[config.mk]
export PLATFORM = sky130hd
export DESIGN_NAME = multichannel_median_filter
export DESIGN_NICKNAME = d
export VERILOG_FILES = /design/src/design/mmf_pkg.sv /design/src/design/multichannel_median_filter.sv
export SDC_FILE = /design/constraint.sdc
export NUM_CORES = 1
export LEC_CHECK = 0
export BUFFER_PORTS_ARGS = -buffer_cell sky130_fd_sc_hd__buf_2
export CAP_MARGIN = 25
export CORE_ASPECT_RATIO = 0.75
export CORE_MARGIN = 3
export CORE_UTILIZATION = 28
export CTS_CLUSTER_SIZE = 20
export DETAILED_ROUTE_END_ITERATION = 12
export SYNTH_ARGS = -nofsm -noshare
export SYNTH_HDL_FRONTEND = slang
export SYNTH_SLANG_ARGS = --single-unit
[constraint.sdc]
create_clock -name clk_i -period 34.8 [get_ports clk_i]
set_input_delay 6.96 -clock clk_i [delete_from_list [all_inputs] [get_ports clk_i]]
set_output_delay 6.96 -clock clk_i [all_outputs]
set_load 0.01 [all_outputs]
[src/design/mmf_pkg.sv]
`timescale 1ns / 1ps
// ----------------------------------------------------------------------------
// mmf_pkg
// Shared types and constants of the multichannel running median filter.
// ----------------------------------------------------------------------------
package mmf_pkg;

  localparam int CHANNELS = 4;
  localparam int WINDOW   = 5;
  localparam int SAMPLE_W = 24;
  localparam int CHAN_W   = 3;
  localparam int CH_IDX_W = (CHANNELS > 1) ? $clog2(CHANNELS) : 1;
  localparam int CNT_W    = $clog2(WINDOW + 1);

  typedef logic signed [SAMPLE_W-1:0] sample_t;
  typedef sample_t [WINDOW-1:0] row_t;

  typedef struct packed {
    logic [CHAN_W-1:0] channel;
    sample_t           sample;
  } in_t;

  typedef struct packed {
    sample_t median;
    logic    cleared;
  } out_t;

endpackage

[src/design/multichannel_median_filter.sv]
`timescale 1ns / 1ps
// ----------------------------------------------------------------------------
// multichannel_median_filter
// Running median over the last five samples of each of four channels.
// ----------------------------------------------------------------------------
// A request names a channel and brings one signed 24-bit sample; every request
// gives exactly one result, in order. The filter takes one request per clock
// while the output is not stalled. The window stage updates the channel's
// window and captures a copy of it; the output register then takes the copy
// as ranked by parallel comparators. While a channel's window is filling the
// result is the upper median of the samples held so far. A channel number
// above the last channel empties every window and returns -1 with the cleared
// flag set. A stalled output register holds its result while one more request
// is still taken into the window stage.
module multichannel_median_filter
  import mmf_pkg::*;
(
  input  logic clk_i,
  input  logic rst_ni,
  input  logic in_valid_i,
  output logic in_ready_o,
  input  in_t  in_i,
  output logic out_valid_o,
  input  logic out_ready_i,
  output out_t out_o
);

  // window state
  row_t             win_q [CHANNELS];
  logic [CNT_W-1:0] fill_q [CHANNELS];

  // window stage
  logic             s1_valid_q;
  row_t             s1_row_q;
  logic [CNT_W-1:0] s1_cnt_q;
  logic             s1_clr_q;

  // result register
  logic out_valid_q;
  out_t out_q;

  logic              in_acc, s1_adv, out_free;
  logic [CH_IDX_W-1:0] ch_idx;
  logic              in_range;
  logic [CNT_W-1:0]  cur_cnt, new_cnt;
  row_t              new_row;

  assign out_free   = !out_valid_q || out_ready_i;
  assign s1_adv     = s1_valid_q && out_free;
  assign in_ready_o = !s1_valid_q || out_free;
  assign in_acc     = in_valid_i && in_ready_o;

  assign ch_idx   = CH_IDX_W'(in_i.channel);
  assign in_range = 32'(in_i.channel) < CHANNELS;
  assign cur_cnt  = fill_q[ch_idx];

  // insert while filling, shift out the oldest once full
  always_comb begin
    new_row = win_q[ch_idx];
    new_cnt = cur_cnt;
    if (cur_cnt < CNT_W'(WINDOW)) begin
      for (int k = 0; k < WINDOW; k++) begin
        if (CNT_W'(k) == cur_cnt) new_row[k] = in_i.sample;
      end
      new_cnt = cur_cnt + CNT_W'(1);
    end else begin
      for (int k = 0; k < WINDOW - 1; k++) new_row[k] = win_q[ch_idx][k+1];
      new_row[WINDOW-1] = in_i.sample;
    end
  end

  always_ff @(posedge clk_i or negedge rst_ni) begin
    if (!rst_ni) begin
      for (int c = 0; c < CHANNELS; c++) fill_q[c] <= '0;
    end else if (in_acc) begin
      if (in_range) begin
        fill_q[ch_idx] <= new_cnt;
      end else begin
        for (int c = 0; c < CHANNELS; c++) fill_q[c] <= '0;
      end
    end
  end

  always_ff @(posedge clk_i) begin
    if (in_acc && in_range) begin
      win_q[ch_idx] <= new_row;
    end
    if (in_acc) begin
      s1_row_q <= new_row;
      s1_cnt_q <= new_cnt;
      s1_clr_q <= !in_range;
    end
  end

  always_ff @(posedge clk_i or negedge rst_ni) begin
    if (!rst_ni) begin
      s1_valid_q <= 1'b0;
    end else if (in_ready_o) begin
      s1_valid_q <= in_valid_i;
    end
  end

  // stable rank of each held sample, then pick the one at count/2
  logic [CNT_W-1:0] rank [WINDOW];
  sample_t          pick;

  always_comb begin
    pick = '0;
    for (int i = 0; i < WINDOW; i++) begin
      rank[i] = '0;
      for (int j = 0; j < WINDOW; j++) begin
        if (j != i && CNT_W'(j) < s1_cnt_q) begin
          if (s1_row_q[j] < s1_row_q[i] ||
              (j < i && s1_row_q[j] == s1_row_q[i])) begin
            rank[i] = rank[i] + CNT_W'(1);
          end
        end
      end
    end
    for (int i = 0; i < WINDOW; i++) begin
      if (CNT_W'(i) < s1_cnt_q && rank[i] == (s1_cnt_q >> 1)) begin
        pick = pick | s1_row_q[i];
      end
    end
  end

  always_ff @(posedge clk_i or negedge rst_ni) begin
    if (!rst_ni) begin
      out_valid_q <= 1'b0;
    end else if (out_free) begin
      out_valid_q <= s1_valid_q;
    end
  end

  always_ff @(posedge clk_i) begin
    if (s1_adv) begin
      out_q.median  <= s1_clr_q ? '1 : pick;
      out_q.cleared <= s1_clr_q;
    end
  end

  assign out_valid_o = out_valid_q;
  assign out_o       = out_q;

endmodule

# After elaboration in Yosys (flattened, before gate mapping)
# Memory sizes are Yosys's and may differ from the RTL's.
# Cells that the tools add are included.
# word_totals
reg_bits	163
elab_cells	171
mem_bits_rw	480
memories	1
# op_classes
reduce_logical	25
n_addsub	16
bitwise_logic	5
muxes	61
eq_ne	19
order_cmp	29
# mem_list
name	words	word_bits	read_ports	rd_ports_with_merged_regs	write_ports	line_no	source
win_q	4	120	1	0	1	multichannel_median_filter.sv:29	row_t win_q [CHANNELS];
# ops
op	count
$lt 24x24->1	20
$eq 24x24->1	10
$mux 24	10
$mux 120	1
$mux 3	37
$or 24x24->24	4
$add 3x1->3 const B	16
$eq 3x2->1	5
$bwmux 12	1
$logic_or 1x1->1	12
$mux 12	1
$logic_and 1x1->1	9
$mux 1	9
$bmux 3 s2	1
$demux 3 s2	1
$eq 2x3->1 const A	2
$lt 1x3->1 const A	2
$lt 2x3->1 const A	2
$lt 3x3->1 const B	2
$eq 1x3->1 const A	1
$eq 3x3->1 const A	1
$ge 3x3->1 const B	1
$logic_not 1->1	3
$logic_not 3->1	1
3 further kinds	3

# Longest topological paths before layout
# depth
ltp_word	23
depth_mapped	26
depth_no_buf	25

# Worst setup path after synthesis
# Ideal clock, no wire load.
# synth_timing
path_kind	input to register
startpoint	in out_ready_i
endpoint	reg fill_q[8] (netlist bit)
stages	6
t_required_ns	34.702
arrival_time_ns	21.225
setup_slack_ns	13.476
path_cell_list	nand3b_1 -> and2_1 -> clkbuf_1 -> nand2b_1 -> nor3b_1 -> a22o_1
# synth_via
elab_chain_len	3
# synth_lines
element	line_no	source
from (decl)	multichannel_median_filter.sv:24	input logic out_ready_i,
$logic_or 1x1->1	multichannel_median_filter.sv:48	assign out_free = !out_valid_q || out_ready_i;
$logic_or 1x1->1	multichannel_median_filter.sv:50	assign in_ready_o = !s1_valid_q || out_free;
$logic_and 1x1->1	multichannel_median_filter.sv:51	assign in_acc = in_valid_i && in_ready_o;
via in_acc	multichannel_median_filter.sv:42	logic in_acc, s1_adv, out_free;
to (signal, indexed assignment)	multichannel_median_filter.sv:77	fill_q[ch_idx] <= new_cnt;
to (decl)	multichannel_median_filter.sv:30	logic [CNT_W-1:0] fill_q [CHANNELS];
# The timed path passes the listed nets, and every way through them passes these cells.
# A chain may end at the register's enable or synchronous reset.

# Final worst setup path
# layout_timing
startpoint	in out_ready_i
endpoint	out in_ready_o
# layout_via
elab_chain_len	2
# layout_lines
element	line_no	source
$logic_or 1x1->1	multichannel_median_filter.sv:48	
$logic_or 1x1->1	multichannel_median_filter.sv:50	
to (decl)	multichannel_median_filter.sv:21	output logic in_ready_o,
# No other way between the ends.

==> impl_metrics.py <==
metrics = {
    "timing": {
        "fin_crit_sh": 0.4129,
        "finalHoldViolCount": 0,
        "min_period_ns": 14.37,
        "fin_ws_ns": 20.43,
        "tns_ns": 0,
        "fin_skew_ns": 0.02845,
        "setup_viol": 0,
        "max_freq_ghz": 0.06959,
        "slew_violations": 0,
        "worstMarginPinSlew_ns": 1.030,
        "slew_headroom": 0.3119,
        "grt_setup_unrepaired": "false",
    },
    "global_route": {
        "grt_use_total": 0.1426,
        "grt_pass1_vias": 19290,
        "grt_max_degree": 121,
        "overflow": 0,
        "grt_pass1_wl_um": 129500,
        "antenna_found_initial": 12,
    },
    "synth": {
        "synth_area_sq_um": 32530,
        "synthTopCellsByArea": "edfxtp_1 58%, ha_1 10%, mux4_2 8.5%, mux2i_1 3.2%, a21oi_1 3.0%",
        "async_flop_share": 0.02177,
        "synth_seq_cells": 643,
        "avgSynthCellArea_sq_um": 14.67,
        "yosys_warnings": 0,
        "ys.flop_type": "edfxtp_1",
        "yosysTopAreaCellShare": 0.5806,
        "syn_nets": 2509,
        "synthCells": 2218,
        "synth_cell_types": 82,
        "yosysMostFrequentCell": "edfxtp_1",
        "yosys.area.top_type": "edfxtp_1",
        "synth_edf_count": 629,
        "ys_seq_area_frac": 0.5914,
        "synth_common_cells": "629 x edfxtp_1, 260 x ha_1, 194 x a21oi_1, 135 x nor2_1, 123 x mux4_2",
    },
    "routing": {
        "viasPerCell": 5.168,
        "wire_per_inst_um": 22.39,
        "route.detailed.drc": 0,
        "ant_nets": 0,
        "vias": 19960,
        "drt_wl_total_um": 86480,
        "drtPass1Iterations": 5,
        "drtIter0Drc": 2306,
    },
    "power_and_ir_drop": {
        "peakVddDrop_mv": 0.03988,
        "powerDensity_nw_per_um2": 53.36,
        "p_leak_nw": 13.06,
    },
    "finish": {
        "seqCellArea_sq_um": 19240,
        "num-nets-final": 2572,
        "design_area_sq_um": 36850,
        "fillers": 11110,
        "multi_input_comb_area_sq_um": 12610,
        "stdcell_count": 3862,
        "area_delta_synth_final_pct": 13.28,
        "drive_above_1_share": 0.1698,
    },
    "critical_path": {
        "cp_max_fo": 3,
        "ff2ff_setup_slack_ns": 28.27,
        "cp-end-kind": "primary output",
        "crit_arrival_ns": 7.41,
        "r2r-end": "out_o[14]",
        "start_kind": "input port",
        "r2r_cells": 21,
        "r2r-start": "s1_row_q[117]",
        "critPathKind": "input port to primary output",
        "required_ns": 27.84,
    },
    "die": {
        "die_h_um": 301.2,
        "core.rowCount": 107,
        "ios": 58,
        "die_w_um": 399.6,
        "coreArea_sq_um": 114500,
        "initial_utilization": 0.2842,
        "die_area_sq_um": 120300,
    },
    "placed_design": {
        "routabilityCongestion": 0.9141,
        "pre_cts_slack_ns": 20.43,
        "place_area_sq_um": 34720,
        "portBuffers": 57,
        "dp.cells": 3743,
        "hpwl_um": 57460,
    },
    "clock_tree": {
        "cts_buffers": 61,
        "clock_latency_ns": 0.66,
        "cts_sinks": 643,
        "htreeDepth": 2,
        "cts_resized": 0,
        "postCtsSetupRepairBufs": 0,
        "worst_setup_hold_path_clk_slew_ns": 0.07,
        "holdBufCountCts": 0,
        "clockBufferDepth": 3,
        "cts_root_buf": "clkbuf_16",
        "cts_tree": "done",
    },
    "outcome": {
        "outcome": "complete, no violations",
    },
    "hold_path": {
        "holdPathStages": 1,
        "holdPathEnd": "out_valid_o",
        "hp-class": "flip-flop to flip-flop",
        "min_from": "s1_valid_q",
    },
    "flow_run": {
        "maxCapViolations": 0,
    },
}
[placed cells by master, fill, tap and decap left out, drive strengths merged, types with 18 or more instances in the layout]
cell type,instances
a21o,18
a21oi,195
a31oi,26
a32oi,24
buf,85
clkbuf,69
clkinv,31
edfxtp,629
ha,260
inv,119
mux2,31
mux2i,106
mux4,123
nand2,73
nand2b,19
nand3,26
nand4,53
nor2,135
nor2b,18
nor3,20
o211ai,37
o21ai,49
o221ai,25
[critical path, stage by stage]
cell	delay, ns
buf_2	0.10
nand3b_1	0.19
buf_2	0.16
[kinds of logic (layout without fill, tap and decap cells)]
group,count (synthesis),count (layout),synth area share
buf+inv,203,317,0.02427
xor+xnor,6,6,0.001615
fa+ha+maj,260,260,0.1000
compound gates,456,456,0.09435
simple gates,390,390,0.05935
flops,643,643,0.5914
other cells,0,4,0
mux,260,260,0.1290
[worst max-delay path by stage]
| stage | start | to |
|---|---|---|
| 3_3_place_gp | out_ready_i | in_ready_o |
| 3_5_place_dp | out_ready_i | in_ready_o |
| 6_report | out_ready_i | in_ready_o |
| 2_1_floorplan | out_ready_i | fill_q[8] |
| 5_1_grt | out_ready_i | in_ready_o |
| 4_1_cts | out_ready_i | in_ready_o |
[per-stage QoR]
| stage | utilization | hold WS, ns | power (mW) |
|---|---|---|---|
| floorplan | - | 0.4264 | 1.158 |
| global placement | 0.3033 | 0.4587 | 1.273 |
| detailed placement | 0.3033 | 0.4809 | 1.278 |
| CTS | 0.3218 | 0.4994 | 1.978 |
| global route | 0.3218 | 0.5120 | 2.052 |
| finish | 0.3219 | 0.4966 | 1.966 |
[where the power goes]
group	switching (mW)	internal, mW	leakage (nW)	total [mW]
clock network	0.299	0.400	1.04	0.698
registers	0.0291	0.901	5.95	0.930
logic	0.217	0.121	6.07	0.338
[cell type report]
class,count,area share
Antenna cell,4,0.0002716
Sequential cell,643,0.5221
Clock buffer,69,0.04224
Multi-Input combinational cell,1372,0.3423
Timing Repair Buffer,85,0.01416
Tap cell,1526,0.05181
Inverter,118,0.01202
Clock inverter,45,0.01514
[sequential cells by signal, indices dropped and copies added (netlist names)]
| name | count |
|---|---|
| s1_row_q | 120 |
| s1_clr_q | 1 |
| fill_q | 12 |
| s1_cnt_q | 3 |
| out_o | 25 |
| s1_valid_q | 1 |
| out_valid_o | 1 |
| win_q | 480 |
[metal layers]
layer	vias to the layer above	GRT usage	wire length, um	part of all wire
li1	9023	-	-	-
met1	10080	0.2210	41440	0.48
met2	735	0.1965	35510	0.41
met3	113	0.03515	7644	0.088
met4	6	0.03397	1816	0.021
met5	-	0.004870	66	0.00076
Note: power is estimated with default switching activity, not from simulation.
